**src/hw/rtl/dct8f_pkg.sv**
```systemverilog
// ----------------------------------------------------------------------------
// dct8f_pkg
// shared constants, types and fixed-point helpers of the 8-point forward dct
// ----------------------------------------------------------------------------
`timescale 1ns / 1ps

package dct8f_pkg;

    localparam int SAMPLE_BITS_DEF    = 12;
    localparam int COEF_FRAC_BITS_DEF = 14;
    localparam int COEF_W             = 14;
    localparam int PIPE_STAGES        = 8;
    localparam int TABLE_FRAC_BITS    = 20;
    localparam int ROUND_W            = 62;

    localparam int COEF_MAX = 2 ** (COEF_W - 1) - 1;
    localparam int COEF_MIN = -(2 ** (COEF_W - 1));

    // round(cos(k pi / 16) / 2 * 2^20), k = 1..7
    localparam int COS_Q20 [7] = '{514214, 484379, 435930, 370728, 291279, 200636, 102284};

    typedef logic signed [COEF_W-1:0]  coef_t;
    typedef logic signed [ROUND_W-1:0] round_t;

    function automatic int quant_const(input int k, input int frac);
        int q;
        int sh;
        q  = COS_Q20[k-1];
        sh = TABLE_FRAC_BITS - frac;
        if (sh <= 0) begin
            return q;
        end
        return (q + (1 << (sh - 1))) >>> sh;
    endfunction

    // round half up, then clamp to the coefficient range
    function automatic coef_t round_sat(input round_t v, input int frac);
        logic signed [ROUND_W:0] half;
        logic signed [ROUND_W:0] sum;
        logic signed [ROUND_W:0] r;
        half = '0;
        half[frac-1] = 1'b1;
        sum = (ROUND_W + 1)'(v) + half;
        r = sum >>> frac;
        if (r > COEF_MAX) begin
            return coef_t'(COEF_MAX);
        end
        if (r < COEF_MIN) begin
            return coef_t'(COEF_MIN);
        end
        return coef_t'(r);
    endfunction

endpackage

```
**src/hw/rtl/dct8f_pipe_ctrl.sv**
```systemverilog
// ----------------------------------------------------------------------------
// dct8f_pipe_ctrl
// valid bits and per-stage load enables of the transform pipeline
// ----------------------------------------------------------------------------
`timescale 1ns / 1ps

module dct8f_pipe_ctrl (
    input  logic                                aclk,
    input  logic                                aresetn,
    input  logic                                s_valid,
    output logic                                s_ready,
    output logic                                m_valid,
    input  logic                                m_ready,
    output logic [dct8f_pkg::PIPE_STAGES-1:0]   stage_en
);

    localparam int N = dct8f_pkg::PIPE_STAGES;

    logic [N-1:0] valid_reg;
    logic [N-1:0] valid_next;
    logic [N-1:0] en;

    // a stage loads when it is empty or its content moves on
    always_comb begin
        en[N-1] = !valid_reg[N-1] || m_ready;
        for (int i = N - 2; i >= 0; i--) begin
            en[i] = !valid_reg[i] || en[i+1];
        end
        valid_next[0] = en[0] ? s_valid : valid_reg[0];
        for (int i = 1; i < N; i++) begin
            valid_next[i] = en[i] ? valid_reg[i-1] : valid_reg[i];
        end
    end

    always_ff @(posedge aclk) begin
        if (!aresetn) begin
            valid_reg <= '0;
        end else begin
            valid_reg <= valid_next;
        end
    end

    assign s_ready  = en[0];
    assign m_valid  = valid_reg[N-1];
    assign stage_en = en;

endmodule

```
**src/hw/rtl/dct8f_even.sv**
```systemverilog
// ----------------------------------------------------------------------------
// dct8f_even
// even half of the butterfly network: coefficients 0, 2, 4 and 6
// ----------------------------------------------------------------------------
`timescale 1ns / 1ps

module dct8f_even #(
    parameter int SAMPLE_BITS    = dct8f_pkg::SAMPLE_BITS_DEF,
    parameter int COEF_FRAC_BITS = dct8f_pkg::COEF_FRAC_BITS_DEF
) (
    input  logic                              aclk,
    input  logic [dct8f_pkg::PIPE_STAGES-1:0] stage_en,
    input  logic signed [SAMPLE_BITS:0]       s07,
    input  logic signed [SAMPLE_BITS:0]       s16,
    input  logic signed [SAMPLE_BITS:0]       s25,
    input  logic signed [SAMPLE_BITS:0]       s34,
    output dct8f_pkg::coef_t                  coef_0,
    output dct8f_pkg::coef_t                  coef_2,
    output dct8f_pkg::coef_t                  coef_4,
    output dct8f_pkg::coef_t                  coef_6
);

    localparam int F  = COEF_FRAC_BITS;
    localparam int BW = SAMPLE_BITS + 1;
    localparam int CW = F + 2;
    localparam int AW = SAMPLE_BITS + F + 6;

    localparam logic signed [CW-1:0] K4 = CW'(dct8f_pkg::quant_const(4, F));
    localparam logic signed [CW-1:0] K6 = CW'(dct8f_pkg::quant_const(6, F));
    localparam logic signed [CW-1:0] K2PK6 =
        CW'(dct8f_pkg::quant_const(2, F) + dct8f_pkg::quant_const(6, F));
    localparam logic signed [CW-1:0] K2MK6 =
        CW'(dct8f_pkg::quant_const(2, F) - dct8f_pkg::quant_const(6, F));

    // stage 2: even butterflies
    logic signed [BW:0]   a0_reg, a1_reg, a2_reg, a3_reg;
    logic signed [BW:0]   a0_next, a1_next, a2_next, a3_next;
    // stage 3: sums feeding the rotations
    logic signed [BW+1:0] ev0_reg, ev1_reg, sum23_reg, a2_d_reg, a3_d_reg;
    logic signed [BW+1:0] ev0_next, ev1_next, sum23_next;
    // stage 4: products
    logic signed [AW-1:0] p0_reg, p4_reg, t_reg, pa_reg, pb_reg;
    logic signed [AW-1:0] p0_next, p4_next, t_next, pa_next, pb_next;
    // stage 5: full precision coefficients
    logic signed [AW-1:0] f0_reg, f2_reg, f4_reg, f6_reg;
    logic signed [AW-1:0] f2_next, f6_next;
    // stages 6 to 8: rounded values and delay
    dct8f_pkg::coef_t     c0_reg, c2_reg, c4_reg, c6_reg;
    dct8f_pkg::coef_t     c0_d_reg, c2_d_reg, c4_d_reg, c6_d_reg;
    dct8f_pkg::coef_t     c0_q_reg, c2_q_reg, c4_q_reg, c6_q_reg;

    always_comb begin
        a0_next    = (BW + 1)'(s07) + (BW + 1)'(s34);
        a1_next    = (BW + 1)'(s16) + (BW + 1)'(s25);
        a2_next    = (BW + 1)'(s16) - (BW + 1)'(s25);
        a3_next    = (BW + 1)'(s07) - (BW + 1)'(s34);
        ev0_next   = (BW + 2)'(a0_reg) + (BW + 2)'(a1_reg);
        ev1_next   = (BW + 2)'(a0_reg) - (BW + 2)'(a1_reg);
        sum23_next = (BW + 2)'(a2_reg) + (BW + 2)'(a3_reg);
        p0_next    = AW'(ev0_reg) * AW'(K4);
        p4_next    = AW'(ev1_reg) * AW'(K4);
        t_next     = AW'(sum23_reg) * AW'(K6);
        pa_next    = AW'(a2_d_reg) * AW'(K2PK6);
        pb_next    = AW'(a3_d_reg) * AW'(K2MK6);
        f6_next    = t_reg - pa_reg;
        f2_next    = t_reg + pb_reg;
    end

    always_ff @(posedge aclk) begin
        if (stage_en[1]) begin
            a0_reg <= a0_next;
            a1_reg <= a1_next;
            a2_reg <= a2_next;
            a3_reg <= a3_next;
        end
        if (stage_en[2]) begin
            ev0_reg   <= ev0_next;
            ev1_reg   <= ev1_next;
            sum23_reg <= sum23_next;
            a2_d_reg  <= (BW + 2)'(a2_reg);
            a3_d_reg  <= (BW + 2)'(a3_reg);
        end
        if (stage_en[3]) begin
            p0_reg <= p0_next;
            p4_reg <= p4_next;
            t_reg  <= t_next;
            pa_reg <= pa_next;
            pb_reg <= pb_next;
        end
        if (stage_en[4]) begin
            f0_reg <= p0_reg;
            f4_reg <= p4_reg;
            f2_reg <= f2_next;
            f6_reg <= f6_next;
        end
        if (stage_en[5]) begin
            c0_reg <= dct8f_pkg::round_sat(dct8f_pkg::ROUND_W'(f0_reg), F);
            c2_reg <= dct8f_pkg::round_sat(dct8f_pkg::ROUND_W'(f2_reg), F);
            c4_reg <= dct8f_pkg::round_sat(dct8f_pkg::ROUND_W'(f4_reg), F);
            c6_reg <= dct8f_pkg::round_sat(dct8f_pkg::ROUND_W'(f6_reg), F);
        end
        if (stage_en[6]) begin
            c0_d_reg <= c0_reg;
            c2_d_reg <= c2_reg;
            c4_d_reg <= c4_reg;
            c6_d_reg <= c6_reg;
        end
        if (stage_en[7]) begin
            c0_q_reg <= c0_d_reg;
            c2_q_reg <= c2_d_reg;
            c4_q_reg <= c4_d_reg;
            c6_q_reg <= c6_d_reg;
        end
    end

    assign coef_0 = c0_q_reg;
    assign coef_2 = c2_q_reg;
    assign coef_4 = c4_q_reg;
    assign coef_6 = c6_q_reg;

endmodule

```
**src/hw/rtl/dct8f_odd.sv**
```systemverilog
// ----------------------------------------------------------------------------
// dct8f_odd
// odd half of the butterfly network: coefficients 1, 3, 5 and 7
// ----------------------------------------------------------------------------
`timescale 1ns / 1ps

module dct8f_odd #(
    parameter int SAMPLE_BITS    = dct8f_pkg::SAMPLE_BITS_DEF,
    parameter int COEF_FRAC_BITS = dct8f_pkg::COEF_FRAC_BITS_DEF
) (
    input  logic                              aclk,
    input  logic [dct8f_pkg::PIPE_STAGES-1:0] stage_en,
    input  logic signed [SAMPLE_BITS:0]       e07,
    input  logic signed [SAMPLE_BITS:0]       e16,
    input  logic signed [SAMPLE_BITS:0]       e25,
    input  logic signed [SAMPLE_BITS:0]       e34,
    output dct8f_pkg::coef_t                  coef_1,
    output dct8f_pkg::coef_t                  coef_3,
    output dct8f_pkg::coef_t                  coef_5,
    output dct8f_pkg::coef_t                  coef_7
);

    localparam int F  = COEF_FRAC_BITS;
    localparam int BW = SAMPLE_BITS + 1;
    localparam int CW = F + 2;
    localparam int AW = SAMPLE_BITS + F + 6;
    localparam int PW = AW + CW;

    localparam int Q1 = dct8f_pkg::quant_const(1, F);
    localparam int Q3 = dct8f_pkg::quant_const(3, F);
    localparam int Q4 = dct8f_pkg::quant_const(4, F);
    localparam int Q5 = dct8f_pkg::quant_const(5, F);
    localparam int Q7 = dct8f_pkg::quant_const(7, F);

    localparam logic signed [CW-1:0] K3    = CW'(Q3);
    localparam logic signed [CW-1:0] K7    = CW'(Q7);
    localparam logic signed [CW-1:0] K1PK7 = CW'(Q1 + Q7);
    localparam logic signed [CW-1:0] K1MK7 = CW'(Q1 - Q7);
    localparam logic signed [CW-1:0] K5PK3 = CW'(Q5 + Q3);
    localparam logic signed [CW-1:0] K5MK3 = CW'(Q5 - Q3);
    localparam logic signed [CW-1:0] K4X2  = CW'(2 * Q4);

    // stage 2: rotation input sums
    logic signed [BW:0]   sa_reg, sb_reg, sa_next, sb_next;
    logic signed [BW-1:0] e07_reg, e16_reg, e25_reg, e34_reg;
    // stage 3: products
    logic signed [AW-1:0] t1_reg, ma_reg, mb_reg, t2_reg, mc_reg, md_reg;
    logic signed [AW-1:0] t1_next, ma_next, mb_next, t2_next, mc_next, md_next;
    // stage 4: rotated values
    logic signed [AW-1:0] b4_reg, b5_reg, b6_reg, b7_reg;
    logic signed [AW-1:0] b4_next, b5_next, b6_next, b7_next;
    // stage 5: outer sums and differences
    logic signed [AW-1:0] o1_reg, o7_reg, u5_reg, u6_reg;
    logic signed [AW-1:0] o1_next, o7_next, u5_next, u6_next;
    // stage 6
    dct8f_pkg::coef_t     c1_reg, c7_reg;
    logic signed [AW-1:0] d35_reg, s35_reg, d35_next, s35_next;
    // stage 7
    dct8f_pkg::coef_t     c1_d_reg, c7_d_reg;
    logic signed [PW-1:0] p3_reg, p5_reg, p3_next, p5_next;
    // stage 8
    dct8f_pkg::coef_t     c1_q_reg, c3_q_reg, c5_q_reg, c7_q_reg;

    always_comb begin
        sa_next  = (BW + 1)'(e34) + (BW + 1)'(e07);
        sb_next  = (BW + 1)'(e25) + (BW + 1)'(e16);
        t1_next  = AW'(sa_reg) * AW'(K7);
        ma_next  = AW'(e07_reg) * AW'(K1MK7);
        mb_next  = AW'(e34_reg) * AW'(K1PK7);
        t2_next  = AW'(sb_reg) * AW'(K3);
        mc_next  = AW'(e25_reg) * AW'(K5MK3);
        md_next  = AW'(e16_reg) * AW'(K5PK3);
        b4_next  = t1_reg + ma_reg;
        b7_next  = t1_reg - mb_reg;
        b5_next  = t2_reg + mc_reg;
        b6_next  = t2_reg - md_reg;
        o1_next  = b4_reg + b5_reg;
        o7_next  = b6_reg + b7_reg;
        u5_next  = b4_reg - b5_reg;
        u6_next  = b6_reg - b7_reg;
        d35_next = u5_reg - u6_reg;
        s35_next = u5_reg + u6_reg;
        p3_next  = PW'(d35_reg) * PW'(K4X2);
        p5_next  = PW'(s35_reg) * PW'(K4X2);
    end

    always_ff @(posedge aclk) begin
        if (stage_en[1]) begin
            sa_reg  <= sa_next;
            sb_reg  <= sb_next;
            e07_reg <= e07;
            e16_reg <= e16;
            e25_reg <= e25;
            e34_reg <= e34;
        end
        if (stage_en[2]) begin
            t1_reg <= t1_next;
            ma_reg <= ma_next;
            mb_reg <= mb_next;
            t2_reg <= t2_next;
            mc_reg <= mc_next;
            md_reg <= md_next;
        end
        if (stage_en[3]) begin
            b4_reg <= b4_next;
            b5_reg <= b5_next;
            b6_reg <= b6_next;
            b7_reg <= b7_next;
        end
        if (stage_en[4]) begin
            o1_reg <= o1_next;
            o7_reg <= o7_next;
            u5_reg <= u5_next;
            u6_reg <= u6_next;
        end
        if (stage_en[5]) begin
            c1_reg  <= dct8f_pkg::round_sat(dct8f_pkg::ROUND_W'(o1_reg), F);
            c7_reg  <= dct8f_pkg::round_sat(dct8f_pkg::ROUND_W'(o7_reg), F);
            d35_reg <= d35_next;
            s35_reg <= s35_next;
        end
        if (stage_en[6]) begin
            c1_d_reg <= c1_reg;
            c7_d_reg <= c7_reg;
            p3_reg   <= p3_next;
            p5_reg   <= p5_next;
        end
        if (stage_en[7]) begin
            c1_q_reg <= c1_d_reg;
            c7_q_reg <= c7_d_reg;
            c3_q_reg <= dct8f_pkg::round_sat(dct8f_pkg::ROUND_W'(p3_reg), 2 * F);
            c5_q_reg <= dct8f_pkg::round_sat(dct8f_pkg::ROUND_W'(p5_reg), 2 * F);
        end
    end

    assign coef_1 = c1_q_reg;
    assign coef_3 = c3_q_reg;
    assign coef_5 = c5_q_reg;
    assign coef_7 = c7_q_reg;

endmodule

```
**src/hw/rtl/dct_8_point_forward_top.sv**
```systemverilog
// ----------------------------------------------------------------------------
// dct_8_point_forward_top
// orthonormal 8-point forward dct of one row of signed samples
//
// input channel s_*: one request carries the eight samples of a row,
//   taken when s_valid and s_ready are both high
// output channel m_*: one request carries the eight 14-bit coefficients,
//   rounded half up and saturated, taken when m_valid and m_ready are high
// throughput: one row per cycle until m_ready low fills the 8-stage butterfly pipeline
//   (input butterflies, sums, products, rotations, output sums,
//   rounding, scaling of coefficients 3 and 5, final rounding)
// reset: aresetn low empties the pipeline; m_valid drops on the next edge
// stall: with m_ready low the stages fill up behind the output register;
//   empty stages still take new rows, s_ready drops only when all are full
// ----------------------------------------------------------------------------
`timescale 1ns / 1ps

module dct_8_point_forward_top #(
    parameter int SAMPLE_BITS    = dct8f_pkg::SAMPLE_BITS_DEF,
    parameter int COEF_FRAC_BITS = dct8f_pkg::COEF_FRAC_BITS_DEF
) (
    input  logic                          aclk,
    input  logic                          aresetn,
    input  logic                          s_valid,
    output logic                          s_ready,
    input  logic signed [SAMPLE_BITS-1:0] s_sample_0,
    input  logic signed [SAMPLE_BITS-1:0] s_sample_1,
    input  logic signed [SAMPLE_BITS-1:0] s_sample_2,
    input  logic signed [SAMPLE_BITS-1:0] s_sample_3,
    input  logic signed [SAMPLE_BITS-1:0] s_sample_4,
    input  logic signed [SAMPLE_BITS-1:0] s_sample_5,
    input  logic signed [SAMPLE_BITS-1:0] s_sample_6,
    input  logic signed [SAMPLE_BITS-1:0] s_sample_7,
    output logic                          m_valid,
    input  logic                          m_ready,
    output dct8f_pkg::coef_t              m_coef_0,
    output dct8f_pkg::coef_t              m_coef_1,
    output dct8f_pkg::coef_t              m_coef_2,
    output dct8f_pkg::coef_t              m_coef_3,
    output dct8f_pkg::coef_t              m_coef_4,
    output dct8f_pkg::coef_t              m_coef_5,
    output dct8f_pkg::coef_t              m_coef_6,
    output dct8f_pkg::coef_t              m_coef_7
);

    localparam int BW = SAMPLE_BITS + 1;

    logic [dct8f_pkg::PIPE_STAGES-1:0] stage_en;

    logic signed [BW-1:0] s07_reg, s16_reg, s25_reg, s34_reg;
    logic signed [BW-1:0] e07_reg, e16_reg, e25_reg, e34_reg;
    logic signed [BW-1:0] s07_next, s16_next, s25_next, s34_next;
    logic signed [BW-1:0] e07_next, e16_next, e25_next, e34_next;

    dct8f_pipe_ctrl u_ctrl (
        .aclk     (aclk),
        .aresetn  (aresetn),
        .s_valid  (s_valid),
        .s_ready  (s_ready),
        .m_valid  (m_valid),
        .m_ready  (m_ready),
        .stage_en (stage_en)
    );

    // stage 1: input butterflies
    always_comb begin
        s07_next = BW'(s_sample_0) + BW'(s_sample_7);
        s16_next = BW'(s_sample_1) + BW'(s_sample_6);
        s25_next = BW'(s_sample_2) + BW'(s_sample_5);
        s34_next = BW'(s_sample_3) + BW'(s_sample_4);
        e07_next = BW'(s_sample_0) - BW'(s_sample_7);
        e16_next = BW'(s_sample_1) - BW'(s_sample_6);
        e25_next = BW'(s_sample_2) - BW'(s_sample_5);
        e34_next = BW'(s_sample_3) - BW'(s_sample_4);
    end

    always_ff @(posedge aclk) begin
        if (stage_en[0]) begin
            s07_reg <= s07_next;
            s16_reg <= s16_next;
            s25_reg <= s25_next;
            s34_reg <= s34_next;
            e07_reg <= e07_next;
            e16_reg <= e16_next;
            e25_reg <= e25_next;
            e34_reg <= e34_next;
        end
    end

    dct8f_even #(
        .SAMPLE_BITS    (SAMPLE_BITS),
        .COEF_FRAC_BITS (COEF_FRAC_BITS)
    ) u_even (
        .aclk     (aclk),
        .stage_en (stage_en),
        .s07      (s07_reg),
        .s16      (s16_reg),
        .s25      (s25_reg),
        .s34      (s34_reg),
        .coef_0   (m_coef_0),
        .coef_2   (m_coef_2),
        .coef_4   (m_coef_4),
        .coef_6   (m_coef_6)
    );

    dct8f_odd #(
        .SAMPLE_BITS    (SAMPLE_BITS),
        .COEF_FRAC_BITS (COEF_FRAC_BITS)
    ) u_odd (
        .aclk     (aclk),
        .stage_en (stage_en),
        .e07      (e07_reg),
        .e16      (e16_reg),
        .e25      (e25_reg),
        .e34      (e34_reg),
        .coef_1   (m_coef_1),
        .coef_3   (m_coef_3),
        .coef_5   (m_coef_5),
        .coef_7   (m_coef_7)
    );

endmodule

```
**config.mk**
```make
export PLATFORM = sky130hd
export DESIGN_NAME = dct_8_point_forward_top
export DESIGN_NICKNAME = d
export VERILOG_FILES = /design/src/hw/rtl/dct8f_pkg.sv /design/src/hw/rtl/dct8f_pipe_ctrl.sv /design/src/hw/rtl/dct8f_even.sv /design/src/hw/rtl/dct8f_odd.sv /design/src/hw/rtl/dct_8_point_forward_top.sv
export SDC_FILE = /design/constraint.sdc
export NUM_CORES = 2
export LEC_CHECK = 0
export CORE_UTILIZATION = 35
export DETAILED_ROUTE_END_ITERATION = 10
export DONT_BUFFER_PORTS = 1
export PLACE_DENSITY_LB_ADDON = 0.2
export SETUP_SLACK_MARGIN = 0.3
export SLEW_MARGIN = 20
export SYNTH_ARGS = -nofsm -noshare
export SYNTH_HDL_FRONTEND = slang
export SYNTH_SLANG_ARGS = --single-unit
export TNS_END_PERCENT = 10
```
**constraint.sdc**
```tcl
create_clock -name aclk -period 16.9 [get_ports aclk]
set_clock_uncertainty 0.05 [all_clocks]
set_input_delay 1.69 -clock aclk [delete_from_list [all_inputs] [get_ports aclk]]
set_output_delay 1.69 -clock aclk [all_outputs]
set_load 0.005 [all_outputs]
```
==> flow_metrics.env <==
export IMPL_first_global_vias=74200
export IMPL_ys_flop_type="edfxtp_1"
export IMPL_reg2reg_from="u_odd.s35_reg[11]"
export IMPL_hp_start="u_even.p4_reg[22]"
export IMPL_setup_violations_final=0
export IMPL_htreeDepth=4
export IMPL_drv_slew=0
export IMPL_met1_length_um=138000
export IMPL_reg2reg_depth=22
export IMPL_worst_path_max_fanout=6
export IMPL_hpwl_um=232000
export IMPL_synth_seq_area_share_pct=33.3
export IMPL_final_cell_mix="2,329 x inv_1, 1,950 x ha_1, 1,258 x edfxtp_1"
export IMPL_end_kind="flop"
export IMPL_hold_end="u_even.f4_reg[22]"
export IMPL_grt_pass1_wl_um=425000
export IMPL_ys_async_sr_fraction_pct=0
export IMPL_syn_inst=10600
export IMPL_critPathSlowestCell="fa_1"
export IMPL_clkTransAtPathRegs_ps=60
export IMPL_cts_inserted_buffers=161
export IMPL_track_usage_pct=16.7
export IMPL_nets=13600
export IMPL_grt_overflow=0
export IMPL_wl_met3_um=8760
export IMPL_initial_core_util_pct=35.1
export IMPL_post_route_min_period_ps=6270
export IMPL_via_count=71600
export IMPL_r2r_end="u_odd.p5_reg[45]"
export IMPL_min_delay_path_class="reg2reg"
export IMPL_rows=209
export IMPL_grt_max_degree=159
export IMPL_cts_root_buf="clkbuf_16"
export IMPL_viasPerCell=4.73
export IMPL_r2r_setup_slack_ps=10630
export IMPL_layout_commonest_cell="inv_1"
export IMPL_synth_area_mm2=0.114
export IMPL_dieHeight_um=572
export IMPL_setup_tns_ps=0
export IMPL_violations="DRC"
export IMPL_drive_gt1_share_pct=3.46
export IMPL_drt_antenna_violating_nets=0
export IMPL_die_area_mm2=0.328
export IMPL_critPathMaxStageDelay_ps=550
export IMPL_rsz0062_at_grt="false"
export IMPL_syn_nets=13400
export IMPL_gp_congestion=0.871
export IMPL_drtPass1Iterations=9
export IMPL_ys_types=91
export IMPL_clk_latency_ps=840
export IMPL_syn_to_final_growth_pct=9.36
export IMPL_cts_path_max_buffers=4
export IMPL_avgSynthCellArea_um2=10.8
export IMPL_whs_path_depth=0
export IMPL_routed_wl_um=274000
export IMPL_fp_coreArea_mm2=0.324
export IMPL_tritoncts="yes"
export IMPL_met2_length_um=121000
export IMPL_critPathLaunchType="flop"
export IMPL_cp_arrival_ps=6810
export IMPL_antenna_found_initial=23
export IMPL_maxSlewHeadroom_pct=22.4
export IMPL_wl_per_cell_um=18.1
export IMPL_fmax_ghz=0.160
export IMPL_numPortBuffers=0
export IMPL_post_cts_setup_buffers=0
export IMPL_final_hold_violation_count=0
export IMPL_period_share_pct=37.1
export IMPL_critPathKind="reg2reg"
export IMPL_io_pins=214
export IMPL_die_w_um=572
export IMPL_worst_pin_slew_ps=1130
export IMPL_drcViolationCount=44
export IMPL_cap_viol_max_count=0
export IMPL_post_cts_resized=0
export IMPL_drt_iter0_drc=3486
export IMPL_synth_seq_cells=1266
export IMPL_synth_edf_count=1258
export IMPL_crit_required_ps=17440
export IMPL_dr_max_layer_used="met4"
export IMPL_status="finished, violations left"
export IMPL_yosysWarnings=0
export IMPL_cts_sink_count=1266
export IMPL_holdBufCountCts=0
export IMPL_path_cells="ha_1 -> inv_1 -> fa_1 -> inv_1 -> fa_1 -> fa_1 -> ha_1 -> inv_1 -> fa_1 -> inv_1 -> ha_1 -> and4_1 -> and3_1 -> and3_1 -> nand3_1 -> a311oi_1 -> o21ai_2 -> a211oi_2 -> a221o_1 -> a21o_1 -> a21oi_2 -> xnor2_1"
==> Yosys cell counts (all sizes together), types with 63 or more instances <==
library cell / number / area share (%)
edfxtp: 1258 / 33
nor3: 133 / 0.59
nor2b: 116 / 0.64
ha: 1950 / 21
clkbuf: 63 / 0.21
nand2b: 105 / 0.58
inv: 2335 / 7.7
a21o: 205 / 1.4
o21a: 91 / 0.60
o21bai: 113 / 0.75
nand2: 277 / 0.91
a21oi: 548 / 2.4
xnor2: 506 / 3.9
nor2: 500 / 1.6
and3: 105 / 0.58
xor2: 265 / 2.0
o21ai: 418 / 1.8
nand3: 126 / 0.55
fa: 843 / 15
==> through the flow <==
stage	hold WS, ps	area, um2	utilization (%)	setup WS [ps]	std cells
finish	361	125000	38.4	10630	15100
global route	356	125000	38.4	10290	15100
CTS	355	125000	38.4	10630	15100
detailed placement	355	119000	36.8	10670	14800
global placement	351	119000	36.8	10710	14800
floorplan	350	114000	-	8690	10600
==> area by class of cell <==
| cell class | count | area, um2 |
|---|---|---|
| sequential | 1266 | 37900 |
| tap | 4325 | 5410 |
| clock buffer | 187 | 4230 |
| antenna | 11 | 27.5 |
| multi-input combinational | 6881 | 66900 |
| timing repair buffer | 25 | 213 |
| inverter | 2336 | 8790 |
| clock inverter | 100 | 1010 |
| fill | 31500 | 199000 |
==> how the worst max path moves through the flow <==
stage	start	endpoint	cells after the start
6_report	u_odd.s35_reg[11]	u_odd.p5_reg[45]	22
2_1_floorplan	m_ready	u_even.p0_reg[13]	4
5_1_grt	u_odd.s35_reg[11]	u_odd.p5_reg[45]	22
3_5_place_dp	u_odd.s35_reg[13]	u_odd.p5_reg[45]	22
3_3_place_gp	u_odd.s35_reg[11]	u_odd.p5_reg[45]	22
4_1_cts	u_odd.s35_reg[11]	u_odd.p5_reg[45]	22
==> cell families (layout without fill, tap and decap cells) <==
| group | after synthesis | in the layout | share of synthesized area, % |
|---|---|---|---|
| compound gates | 1742 | 1742 | 9.77 |
| flops | 1266 | 1266 | 33.3 |
| buf+inv | 2408 | 2648 | 7.95 |
| other cells | 0 | 11 | 0 |
| xor+xnor | 771 | 771 | 5.93 |
| mux | 12 | 12 | 0.109 |
| fa+ha+maj | 2793 | 2793 | 36.2 |
| simple gates | 1563 | 1563 | 6.68 |
==> layer usage <==
| metal | up-vias | GRT usage, % |
|---|---|---|
| met3 | 264 | 1.75 |
| met4 | 0 | 3.98 |
| met1 | 34700 | 24.1 |
| li1 | 35700 | - |
| met5 | - | 0 |
| met2 | 1009 | 26.8 |
==> critical path: cells and delay by family (launching register included) <==
| family | cells | cell delay, ps |
|---|---|---|
| AOI/OAI and AO/OA | 6 | 1510 |
| xor gates and xnor gates | 1 | 120 |
| adders and majority gates | 7 | 2850 |
| buffers and inverters | 4 | 190 |
| DFF | 1 | 520 |
| and+or+nand+nor | 4 | 760 |
Power is left out: the tool's default activity adds up to more than one toggle a clock period on the data nets, which glitch-free logic cannot reach.
